`src/a64dec_pkg.sv`:
```
package a64dec_pkg;

  // ALU operation codes
  localparam logic [3:0] ALU_NONE  = 4'd0;
  localparam logic [3:0] ALU_AND   = 4'd1;
  localparam logic [3:0] ALU_OR    = 4'd2;
  localparam logic [3:0] ALU_ADD   = 4'd3;
  localparam logic [3:0] ALU_MUL   = 4'd4;
  localparam logic [3:0] ALU_XOR   = 4'd5;
  localparam logic [3:0] ALU_SUB   = 4'd6;
  localparam logic [3:0] ALU_TESTZ = 4'd7;
  localparam logic [3:0] ALU_MOVE  = 4'd8;
  localparam logic [3:0] ALU_LSL   = 4'd9;
  localparam logic [3:0] ALU_LSR   = 4'd10;

  // control-transfer kinds
  localparam logic [2:0] CK_NONE  = 3'd0;
  localparam logic [2:0] CK_BCOND = 3'd1;
  localparam logic [2:0] CK_CBZ   = 3'd2;
  localparam logic [2:0] CK_CBNZ  = 3'd3;
  localparam logic [2:0] CK_B     = 3'd4;
  localparam logic [2:0] CK_BR    = 3'd5;
  localparam logic [2:0] CK_HALT  = 3'd6;

  // memory operations
  localparam logic [1:0] MEM_NONE  = 2'd0;
  localparam logic [1:0] MEM_LOAD  = 2'd1;
  localparam logic [1:0] MEM_STORE = 2'd2;

  // immediate extraction formats, resolved in the last stage
  localparam logic [2:0] IMM_ZERO = 3'd0;
  localparam logic [2:0] IMM_U12  = 3'd1; // bits 21:10
  localparam logic [2:0] IMM_U16  = 3'd2; // bits 20:5
  localparam logic [2:0] IMM_IMMR = 3'd3; // bits 21:16
  localparam logic [2:0] IMM_LSL  = 3'd4; // ~imms, 6 bits
  localparam logic [2:0] IMM_S19  = 3'd5; // sext(23:5) * 4
  localparam logic [2:0] IMM_S26  = 3'd6; // sext(25:0) * 4
  localparam logic [2:0] IMM_S9   = 3'd7; // sext(20:12)

  localparam logic [5:0] IMMS_ALL = 6'h3f;

  localparam int INSN_W = 32;
  localparam int IMM_W  = 28;

  // encoding group of the word, at most one bit set
  typedef struct packed {
    logic dp_imm;
    logic branch;
    logic ldst;
    logic dp_reg;
  } group_t;

  // decoded controls handed from stage 2 to stage 3
  typedef struct packed {
    logic [3:0] alu_op;
    logic       operand_is_imm;
    logic [2:0] imm_kind;
    logic [2:0] control_kind;
    logic [3:0] cond_code;
    logic [1:0] mem_op;
    logic [1:0] mem_size;
    logic       reg_write;
    logic       set_flags;
    logic       reg2loc;
  } ctrl_t;

endpackage

```
`src/a64dec_group.sv`:
```
// Stage 1: register the word and classify its encoding group.
module a64dec_group (
  input  logic                            clk,
  input  logic                            rst,
  input  logic                            in_valid,
  output logic                            in_ready,
  input  logic [a64dec_pkg::INSN_W-1:0]   instruction,
  output logic                            out_valid,
  input  logic                            out_ready,
  output logic [a64dec_pkg::INSN_W-1:0]   insn,
  output a64dec_pkg::group_t              group
);

  logic                 valid;
  a64dec_pkg::group_t   group_next;

  assign in_ready  = !valid || out_ready;
  assign out_valid = valid;

  // group from bits 28:25
  always_comb begin
    group_next.dp_imm = (instruction[28:26] == 3'b100);
    group_next.branch = (instruction[28:26] == 3'b101);
    group_next.ldst   = (instruction[27] && !instruction[25]);
    group_next.dp_reg = (instruction[27:25] == 3'b101);
  end

  always_ff @(posedge clk) begin
    if (rst) begin
      valid <= 1'b0;
    end else if (in_ready) begin
      valid <= in_valid;
    end
  end

  always_ff @(posedge clk) begin
    if (in_ready && in_valid) begin
      insn  <= instruction;
      group <= group_next;
    end
  end

endmodule

```
`src/a64dec_ctrl.sv`:
```
// Stage 2: per-group control decode.
module a64dec_ctrl (
  input  logic                            clk,
  input  logic                            rst,
  input  logic                            in_valid,
  output logic                            in_ready,
  input  logic [a64dec_pkg::INSN_W-1:0]   in_insn,
  input  a64dec_pkg::group_t              group,
  output logic                            out_valid,
  input  logic                            out_ready,
  output logic [a64dec_pkg::INSN_W-1:0]   insn,
  output a64dec_pkg::ctrl_t               ctrl
);

  logic               valid;
  a64dec_pkg::ctrl_t  ctrl_next;
  logic [2:0]         sub_op;
  logic [5:0]         imms;
  logic [5:0]         immr;
  logic [2:0]         top;
  logic [3:0]         o1;

  assign in_ready  = !valid || out_ready;
  assign out_valid = valid;

  assign sub_op = in_insn[25:23];
  assign imms   = in_insn[15:10];
  assign immr   = in_insn[21:16];
  assign top    = in_insn[31:29];
  assign o1     = in_insn[25:22];

  always_comb begin
    ctrl_next                = '0;
    ctrl_next.alu_op         = a64dec_pkg::ALU_NONE;
    ctrl_next.imm_kind       = a64dec_pkg::IMM_ZERO;
    ctrl_next.control_kind   = a64dec_pkg::CK_NONE;
    ctrl_next.mem_op         = a64dec_pkg::MEM_NONE;
    if (group.dp_imm) begin
      ctrl_next.operand_is_imm = 1'b1;
      ctrl_next.reg_write      = 1'b1;
      if (sub_op[2:1] == 2'b01) begin
        ctrl_next.alu_op    = in_insn[30] ? a64dec_pkg::ALU_SUB : a64dec_pkg::ALU_ADD;
        ctrl_next.set_flags = in_insn[29];
        ctrl_next.imm_kind  = a64dec_pkg::IMM_U12;
      end else if (sub_op == 3'd5) begin
        ctrl_next.alu_op   = a64dec_pkg::ALU_MOVE;
        ctrl_next.imm_kind = a64dec_pkg::IMM_U16;
      end else if (sub_op == 3'd6) begin
        // bitfield: only the LSR and LSL aliases are decoded
        if (imms == a64dec_pkg::IMMS_ALL) begin
          ctrl_next.alu_op   = a64dec_pkg::ALU_LSR;
          ctrl_next.imm_kind = a64dec_pkg::IMM_IMMR;
        end else if ({1'b0, imms} + 7'd1 == {1'b0, immr}) begin
          ctrl_next.alu_op   = a64dec_pkg::ALU_LSL;
          ctrl_next.imm_kind = a64dec_pkg::IMM_LSL;
        end
      end
    end else if (group.branch) begin
      if (top == 3'd6) begin
        if (!o1[3] && !o1[2]) begin
          ctrl_next.control_kind = a64dec_pkg::CK_HALT;
        end else if (o1[3]) begin
          ctrl_next.control_kind = a64dec_pkg::CK_BR;
        end
      end else if (top == 3'd2 && !o1[3]) begin
        ctrl_next.control_kind = a64dec_pkg::CK_BCOND;
        ctrl_next.cond_code    = in_insn[3:0];
        ctrl_next.imm_kind     = a64dec_pkg::IMM_S19;
      end else if (top[1:0] == 2'd0) begin
        ctrl_next.control_kind = a64dec_pkg::CK_B;
        ctrl_next.imm_kind     = a64dec_pkg::IMM_S26;
      end else if (top[1:0] == 2'd1 && !o1[3]) begin
        ctrl_next.control_kind = in_insn[24] ? a64dec_pkg::CK_CBNZ : a64dec_pkg::CK_CBZ;
        ctrl_next.alu_op       = a64dec_pkg::ALU_TESTZ;
        ctrl_next.reg2loc      = 1'b1;
        ctrl_next.imm_kind     = a64dec_pkg::IMM_S19;
      end
    end else if (group.ldst) begin
      ctrl_next.imm_kind       = a64dec_pkg::IMM_S9;
      ctrl_next.operand_is_imm = 1'b1;
      ctrl_next.alu_op         = a64dec_pkg::ALU_ADD;
      // unscaled-offset form
      if (in_insn[29:28] == 2'b11 && !in_insn[24] && !in_insn[21] &&
          in_insn[11:10] == 2'b00) begin
        if (in_insn[23:22] == 2'd0) begin
          ctrl_next.mem_op  = a64dec_pkg::MEM_STORE;
          ctrl_next.reg2loc = 1'b1;
        end else if (in_insn[23:22] == 2'd1) begin
          ctrl_next.mem_op    = a64dec_pkg::MEM_LOAD;
          ctrl_next.reg_write = 1'b1;
        end
        ctrl_next.mem_size = in_insn[31:30];
      end
    end else if (group.dp_reg) begin
      ctrl_next.reg_write = 1'b1;
      if (!in_insn[28]) begin
        if (!in_insn[24]) begin
          // logical shifted register
          case (in_insn[30:29])
            2'd1:    ctrl_next.alu_op = a64dec_pkg::ALU_OR;
            2'd2:    ctrl_next.alu_op = a64dec_pkg::ALU_XOR;
            default: ctrl_next.alu_op = a64dec_pkg::ALU_AND;
          endcase
          ctrl_next.set_flags = (in_insn[30:29] == 2'd3);
        end else begin
          ctrl_next.alu_op    = in_insn[30] ? a64dec_pkg::ALU_SUB : a64dec_pkg::ALU_ADD;
          ctrl_next.set_flags = in_insn[29];
          ctrl_next.imm_kind  = a64dec_pkg::IMM_U12;
        end
      end else if (in_insn[24]) begin
        ctrl_next.alu_op = a64dec_pkg::ALU_MUL;
      end
    end
  end

  always_ff @(posedge clk) begin
    if (rst) begin
      valid <= 1'b0;
    end else if (in_ready) begin
      valid <= in_valid;
    end
  end

  always_ff @(posedge clk) begin
    if (in_ready && in_valid) begin
      insn <= in_insn;
      ctrl <= ctrl_next;
    end
  end

endmodule

```
`src/a64dec_fields.sv`:
```
// Stage 3: immediate extraction, register selects, output register.
module a64dec_fields (
  input  logic                                 clk,
  input  logic                                 rst,
  input  logic                                 in_valid,
  output logic                                 in_ready,
  input  logic [a64dec_pkg::INSN_W-1:0]        insn,
  input  a64dec_pkg::ctrl_t                    ctrl,
  output logic                                 out_valid,
  input  logic                                 out_ready,
  output logic [3:0]                           alu_op,
  output logic                                 operand_is_imm,
  output logic signed [a64dec_pkg::IMM_W-1:0]  immediate,
  output logic [4:0]                           src1_reg,
  output logic [4:0]                           src2_reg,
  output logic [4:0]                           dest_reg,
  output logic [2:0]                           control_kind,
  output logic [3:0]                           cond_code,
  output logic [1:0]                           mem_op,
  output logic [1:0]                           mem_size,
  output logic                                 reg_write,
  output logic                                 set_flags
);

  localparam int W = a64dec_pkg::IMM_W;

  logic                  valid;
  logic signed [W-1:0]   imm_next;

  assign in_ready  = !valid || out_ready;
  assign out_valid = valid;

  // immediate by format
  always_comb begin
    case (ctrl.imm_kind)
      a64dec_pkg::IMM_U12:  imm_next = {{(W-12){1'b0}}, insn[21:10]};
      a64dec_pkg::IMM_U16:  imm_next = {{(W-16){1'b0}}, insn[20:5]};
      a64dec_pkg::IMM_IMMR: imm_next = {{(W-6){1'b0}}, insn[21:16]};
      a64dec_pkg::IMM_LSL:  imm_next = {{(W-6){1'b0}}, ~insn[15:10]};
      a64dec_pkg::IMM_S19:  imm_next = {{(W-21){insn[23]}}, insn[23:5], 2'b00};
      a64dec_pkg::IMM_S26:  imm_next = {insn[25:0], 2'b00};
      a64dec_pkg::IMM_S9:   imm_next = {{(W-9){insn[20]}}, insn[20:12]};
      default:              imm_next = '0;
    endcase
  end

  always_ff @(posedge clk) begin
    if (rst) begin
      valid <= 1'b0;
    end else if (in_ready) begin
      valid <= in_valid;
    end
  end

  always_ff @(posedge clk) begin
    if (in_ready && in_valid) begin
      alu_op         <= ctrl.alu_op;
      operand_is_imm <= ctrl.operand_is_imm;
      immediate      <= imm_next;
      src1_reg       <= insn[9:5];
      src2_reg       <= ctrl.reg2loc ? insn[4:0] : insn[20:16];
      dest_reg       <= insn[4:0];
      control_kind   <= ctrl.control_kind;
      cond_code      <= ctrl.cond_code;
      mem_op         <= ctrl.mem_op;
      mem_size       <= ctrl.mem_size;
      reg_write      <= ctrl.reg_write;
      set_flags      <= ctrl.set_flags;
    end
  end

endmodule

```
`src/arm64_subset_instruction_decoder.sv`:
```
// Channel    Handshake              Payload
// ---------  ---------------------  ----------------------------------------
// input      in_valid / in_ready    instruction
// output     out_valid / out_ready  alu_op .. set_flags (12 decoded fields)
//
// Three register stages: group classify, control decode, field extract.
// One request is accepted per cycle in steady state, while out_ready is high.
// Each stage holds its own valid bit; a stage takes a new request when it is
// empty or the stage after it moves, so out_ready low stalls without loss.
// Synchronous reset clears the valid bits only.
module arm64_subset_instruction_decoder (
  input  logic                                 clk,
  input  logic                                 rst,
  input  logic                                 in_valid,
  output logic                                 in_ready,
  input  logic [a64dec_pkg::INSN_W-1:0]        instruction,
  output logic                                 out_valid,
  input  logic                                 out_ready,
  output logic [3:0]                           alu_op,
  output logic                                 operand_is_imm,
  output logic signed [a64dec_pkg::IMM_W-1:0]  immediate,
  output logic [4:0]                           src1_reg,
  output logic [4:0]                           src2_reg,
  output logic [4:0]                           dest_reg,
  output logic [2:0]                           control_kind,
  output logic [3:0]                           cond_code,
  output logic [1:0]                           mem_op,
  output logic [1:0]                           mem_size,
  output logic                                 reg_write,
  output logic                                 set_flags
);

  logic                           s1_valid, s1_ready;
  logic [a64dec_pkg::INSN_W-1:0]  s1_insn;
  a64dec_pkg::group_t             s1_group;
  logic                           s2_valid, s2_ready;
  logic [a64dec_pkg::INSN_W-1:0]  s2_insn;
  a64dec_pkg::ctrl_t              s2_ctrl;

  // stage 1
  a64dec_group u_group (
    .clk         (clk),
    .rst         (rst),
    .in_valid    (in_valid),
    .in_ready    (in_ready),
    .instruction (instruction),
    .out_valid   (s1_valid),
    .out_ready   (s1_ready),
    .insn        (s1_insn),
    .group       (s1_group)
  );

  // stage 2
  a64dec_ctrl u_ctrl (
    .clk       (clk),
    .rst       (rst),
    .in_valid  (s1_valid),
    .in_ready  (s1_ready),
    .in_insn   (s1_insn),
    .group     (s1_group),
    .out_valid (s2_valid),
    .out_ready (s2_ready),
    .insn      (s2_insn),
    .ctrl      (s2_ctrl)
  );

  // stage 3
  a64dec_fields u_fields (
    .clk            (clk),
    .rst            (rst),
    .in_valid       (s2_valid),
    .in_ready       (s2_ready),
    .insn           (s2_insn),
    .ctrl           (s2_ctrl),
    .out_valid      (out_valid),
    .out_ready      (out_ready),
    .alu_op         (alu_op),
    .operand_is_imm (operand_is_imm),
    .immediate      (immediate),
    .src1_reg       (src1_reg),
    .src2_reg       (src2_reg),
    .dest_reg       (dest_reg),
    .control_kind   (control_kind),
    .cond_code      (cond_code),
    .mem_op         (mem_op),
    .mem_size       (mem_size),
    .reg_write      (reg_write),
    .set_flags      (set_flags)
  );

endmodule

```
`config.mk`:
```
export PLATFORM = sky130hd
export DESIGN_NAME = arm64_subset_instruction_decoder
export DESIGN_NICKNAME = d
export VERILOG_FILES = /design/src/a64dec_pkg.sv /design/src/a64dec_group.sv /design/src/a64dec_ctrl.sv /design/src/a64dec_fields.sv /design/src/arm64_subset_instruction_decoder.sv
export SDC_FILE = /design/constraint.sdc
export NUM_CORES = 1
export LEC_CHECK = 0
export ABC_CLOCK_PERIOD_IN_PS = 6500
export CAP_MARGIN = 20
export CORE_ASPECT_RATIO = 1.5
export CORE_MARGIN = 5
export CORE_UTILIZATION = 30
export CTS_BUF_LIST = sky130_fd_sc_hd__clkbuf_4
export DETAILED_ROUTE_END_ITERATION = 12
export DONT_BUFFER_PORTS = 1
export HOLD_SLACK_MARGIN = 0.02
export PLACE_DENSITY_LB_ADDON = 0.3
export SYNTH_ARGS = -nofsm -noshare
export SYNTH_HDL_FRONTEND = slang
export SYNTH_SLANG_ARGS = --single-unit
```
`constraint.sdc`:
```
create_clock -name clk -period 6.5 [get_ports clk]
set_input_delay 0.975 -clock clk [delete_from_list [all_inputs] [get_ports clk]]
set_output_delay 0.975 -clock clk [all_outputs]
set_load 0.01 [all_outputs]
```
== Yosys cells after proc, flatten, opt, wreduce, memory -nomap -nowiden ==
Index checks and enable logic that the tools add are counted.

* Equality and inequality tests: 22
* Muxes and demuxes: 61
* Bitwise gates (word level): 5
* Add/sub/neg operators: 1
* Reductions and logical operators: 27

{| class="wikitable"
|+ Operator list
! cell !! number
|-
| case mux 28 bit (7 select lines) || 1
|-
| two-way mux 3 bit || 18
|-
| two-way mux 4 bit || 11
|-
| equality test 3 bit, second input constant || 10
|-
| two-way mux 1 bit || 21
|-
| two-way mux 6 bit || 3
|-
| logical AND 1 bit || 10
|-
| two-way mux 5 bit || 2
|-
| equality test 3 x 2 -> 1 bit, second input constant || 3
|-
| two-way mux 8 bit || 1
|-
| OR reduction 4 bit || 2
|-
| adder 6 x 1 -> 7 bit, second input constant || 1
|-
| equality test 7 x 6 -> 1 bit || 1
|-
| logical NOT 1 bit || 7
|-
| equality test 2 x 1 -> 1 bit, second input constant || 3
|-
| equality test 2 bit, second input constant || 3
|-
| equality test 6 bit, second input constant || 1
|-
| logical NOT 2 bit || 3
|-
| two-way mux 2 bit || 3
|-
| NOT 6 bit || 1
|-
| case mux 3 bit (2 select lines) || 1
|-
| OR reduction 5 bit || 1
|-
| NOT 1 bit || 4
|-
| equality test 3 x 1 -> 1 bit, second input constant || 1
|-
| 2 further kinds || 4
|}

* Bits of input ports: 36
* Output and inout port bits: 63
* Bits in registers: 148
* Logic and storage cells: 148

== Logic depth before layout (Yosys ltp) ==
* Word-level depth: 8
* Depth in mapped cells: 7
* Gate-level depth less buffers: 6

== Cells and area by module ==
A second synthesis with hierarchy kept.

* Cell total of the unflattened synthesis: 407
* Area, all modules: 6366.1 um^2

{| class="wikitable"
|+ Modules (own cells, without submodules)
! module !! cells each !! instances !! sequential area each (um^2) !! area each (um^2)
|-
| a64dec_fields || 199 || 1 || 1851.8 || 2852.7
|-
| a64dec_ctrl || 163 || 1 || 1641.6 || 2346.0
|-
| a64dec_group || 45 || 1 || 1101.1 || 1167.4
|}

== Least setup slack after synthesis ==
OpenSTA, ideal clock, no wires.

* Path type: input -> register
* Start: input out_ready
* End: register u_ctrl.ctrl[0] (netlist name)
* Stages on the path: 2
* Buffers on the path: 0
* Slack: 1.387 ns
* Arrival time: 4.585 ns
* Library setup time: 0.527 ns
* Cell sequence: nor2b_1 > a21boi_0

* Word-level cells in the longest chain between the ends: 3

{| class="wikitable"
|+ Ends and longest elaborated chain
! what !! RTL line !! text
|-
| start: declaration || arm64_subset_instruction_decoder.sv:18 || <nowiki>input logic out_ready,</nowiki>
|-
| logical OR 1 bit || a64dec_fields.sv:30 || <nowiki>assign in_ready = !valid || out_ready;</nowiki>
|-
| logical OR 1 bit || a64dec_ctrl.sv:23 || <nowiki>assign in_ready = !valid || out_ready;</nowiki>
|-
| logical AND 1 bit || a64dec_ctrl.sv:125 || <nowiki>if (in_ready && in_valid) begin</nowiki>
|}

No other way between the ends.
A chain may end at the register's enable or synchronous reset.

== Worst setup path in the final report ==
* Start: register u_fields.valid, in the netlist u_fields.out_valid
* End: output in_ready

* Word-level cells in the longest chain between the ends: 4

{| class="wikitable"
|+ Ends and longest elaborated chain
! what !! RTL line !! text
|-
| start: declaration || a64dec_fields.sv:27 || <nowiki>logic valid;</nowiki>
|-
| start signal: assignment || a64dec_fields.sv:51 || <nowiki>valid <= in_valid;</nowiki>
|-
| logical NOT 1 bit || a64dec_fields.sv:30 ||
|-
| logical OR 1 bit || a64dec_fields.sv:30 ||
|-
| logical OR 1 bit || a64dec_ctrl.sv:23 ||
|-
| logical OR 1 bit || a64dec_group.sv:17 || <nowiki>assign in_ready = !valid || out_ready;</nowiki>
|-
| end: declaration || arm64_subset_instruction_decoder.sv:15 || <nowiki>output logic in_ready,</nowiki>
|}

No other way between the ends.

==> out/metrics.csv <==
metric,value,unit
status,completed,
cts_sinks,146,
clock-root-buffer,clkbuf_4,
yosysWarnings,0,
tritoncts,done,
drtIter0Drc,391,
num_rows,63,
finalMaxSlewViolations,0,
nFillCells,1876,
syn-cell-area,0.00602,mm^2
required,5.52,ns
ys_seq_area_share,72.3,%
crit_chain,"nor2b_1, nand3_1",
synth.distinct_cells,61,
top_regs,"u_group.insn: 30 flops, u_fields.immediate: 28 flops, u_ctrl.insn: 26 flops",
wl_per_cell,19.0,um
placed_cells,655,
synth-compound-area-share,10.6,%
hold_path.class,flip-flop to flip-flop,
stdcell_count,689,
synth-xor-area-share,1.16,%
area_growth,10.4,%
dieArea,0.0231,mm^2
htree_levels,4,
drive_gt1_share,12.6,%
avgSynthCellArea,14.7,um^2
yosys_most_used_dff,edfxtp_1,
ir_worst_vdd,0.0968,mV
crit_type,flip-flop to primary output,
setup_viol,0,
grt_pass1_vias,3433,
grt_max_degree,62,
critPathTopFamily,simple AND/OR/NAND/NOR gates,
post_cts_buffers,0,
critPathMaxFanout,6,
synthesis.nets,448,
overflow,0,
clock_latency,0.55,ns
finalCriticalPeriod,2.80,ns
period_share,43.1,%
core,0.0198,mm^2
synth-seq-cells,146,
finalHoldWorstSlack,0.429,ns
cp-end-kind,primary output,
ys_async_sr_fraction,0,%
critPathSlowestCell,nor2b_1,
drc,0,
final-hold-violation-count,0,
synth_area_leaders,"edfxtp_1, o21ai_0, a21oi_1, nand2b_1, nor2b_1",
viasPerCell,4.85,
grt_antenna_before_repair,1,
multiInputGateArea,0.00157,mm^2
cp.arrival,1.83,ns
cp_num_buf_inv,0,
start_kind,flip-flop,
gp_congestion,0.836,
synthAdderAreaFrac,0.416,%
largest_reg_flops,30,
synth_top_family_by_area,compound AO/OA/AOI/OAI gates,
synth-simple-area-share,10.6,%
power-per-cell-area,277,mW/mm^2
die_width,126,um
synthMuxAreaShare,2.72,%
num-nets-final,453,
cts_hold_buffers,0,
yosys.area.top_type_share,71.4,%
num_vias,3340,
cap_violations,0,
ant_nets,0,
seqCellArea,0.00435,mm^2
die_y,183,um
track_usage,11.7,%
largest_register,u_group.insn,
grt_pass1_wl,20.5,mm
netlist_instances,410,
synth_top_area_cell,edfxtp_1,
synth_edf_count,143,
clk_pin_slew,0.11,ns
setup_tns,0,ns
max_clock_freq,357,MHz
rsz0062_at_grt,false,
numPortBuffers,0,
clock_skew,0.0171,ns
slowest_delay,0.62,ns
start_util,30.4,%
dp_hpwl,9.35,mm
io_pins,99,
power,1.84,mW
slew_headroom,46.4,%
drtPass1Iterations,5,
leakage,2.20,nW
totalWireLength,13.1,mm
cts_buffers,17,
cts_resized,0,
worst_slew_pin_slew,0.803,ns
clk_path_buf_depth,2,
cell usage in the layout (no fill, tap or decap), types with 4 or more instances in the layout:
| cell | instances |
|---|---|
| a21oi_1 | 18 |
| xnor2_1 | 5 |
| o21ai_0 | 22 |
| a21o_1 | 10 |
| mux2_2 | 7 |
| edfxtp_1 | 143 |
| clkinv_4 | 4 |
| nor2b_1 | 12 |
| nand2_1 | 19 |
| clkbuf_4 | 18 |
| and2_1 | 9 |
| nor3_1 | 7 |
| mux2i_1 | 4 |
| buf_4 | 6 |
| nand2b_1 | 13 |
| nand3_1 | 11 |
| inv_1 | 11 |
| nor2_1 | 20 |
| a31oi_1 | 4 |
| a221oi_1 | 4 |
logic make-up (layout without fill, tap and decap cells):
| logic type | Yosys count | count (layout) |
|---|---|---|
| flops | 146 | 146 |
| simple gates | 114 | 114 |
| compound gates | 95 | 95 |
| buf+inv | 32 | 50 |
| mux | 13 | 13 |
| xor+xnor | 8 | 8 |
| fa+ha+maj | 2 | 2 |
| other cells | 0 | 1 |
Yosys cell counts (2+ instances only):
master / number
or3b_1: 2
mux4_2: 2
a22oi_1: 2
nand2b_1: 13
nand3b_1: 3
nor3b_1: 2
and3b_1: 2
mux2_2: 7
clkbuf_1: 16
ha_1: 2
a311oi_1: 3
nor2b_1: 13
a22o_1: 2
nor2_1: 20
mux2i_1: 4
nand3_1: 11
inv_1: 11
nor3_1: 7
or3_1: 2
o21ai_0: 22
o2bb2ai_1: 2
o211ai_1: 2
a211oi_1: 3
a31oi_1: 5
edfxtp_1: 143
a32o_1: 3
o21ai_1: 2
a21boi_0: 2
o221ai_1: 2
and2_1: 9
dfxtp_1: 3
a221oi_1: 4
a21o_1: 10
buf_1: 3
nand2_1: 19
a21oi_1: 18
nor4_1: 2
xor2_1: 3
xnor2_1: 5
o21a_1: 3
per-layer routing:
layer	wire length, um	GRT usage [%]
met3	902	4.07
met1	4970	13.1
met5	0	0
met4	448	6.03
met2	6780	19.6
power by group:
| group | switching [mW] | total [mW] | internal [mW] |
|---|---|---|---|
| registers | 0.0459 | 1.14 | 1.09 |
| logic | 0.0775 | 0.130 | 0.0529 |
| clock network | 0.336 | 0.574 | 0.239 |
final cells by class:
type / instances / area share, %
multi-input combinational: 232 / 23.6
clock buffer: 18 / 2.03
tap: 260 / 4.90
clock inverter: 14 / 2.33
sequential: 146 / 65.5
antenna: 1 / 0.0377
inverter: 11 / 0.621
timing repair buffer: 7 / 0.979
per-stage QoR:
step,utilization [%],cell area [um^2],setup slack [ns]
global placement,32.0,6330,3.75
global route,33.6,6650,3.58
CTS,33.5,6620,3.62
detailed placement,32.0,6330,3.67
floorplan,-,6020,1.39
finish,33.6,6650,3.70
path summary, 6_finish.rpt:
kind              slack, ns               endpoint               start  depth (start not counted)
hold reg to reg        0.43     u_fields.reg_write      u_ctrl.ctrl[2]                          0
setup / recovery       3.70               in_ready  u_fields.out_valid                          2
hold / removal         0.43     u_fields.reg_write      u_ctrl.ctrl[2]                          0
setup reg to reg       4.45  u_fields.immediate[5]     u_ctrl.ctrl[14]                          5
No activity file was read; power rests on OpenSTA's default activity.
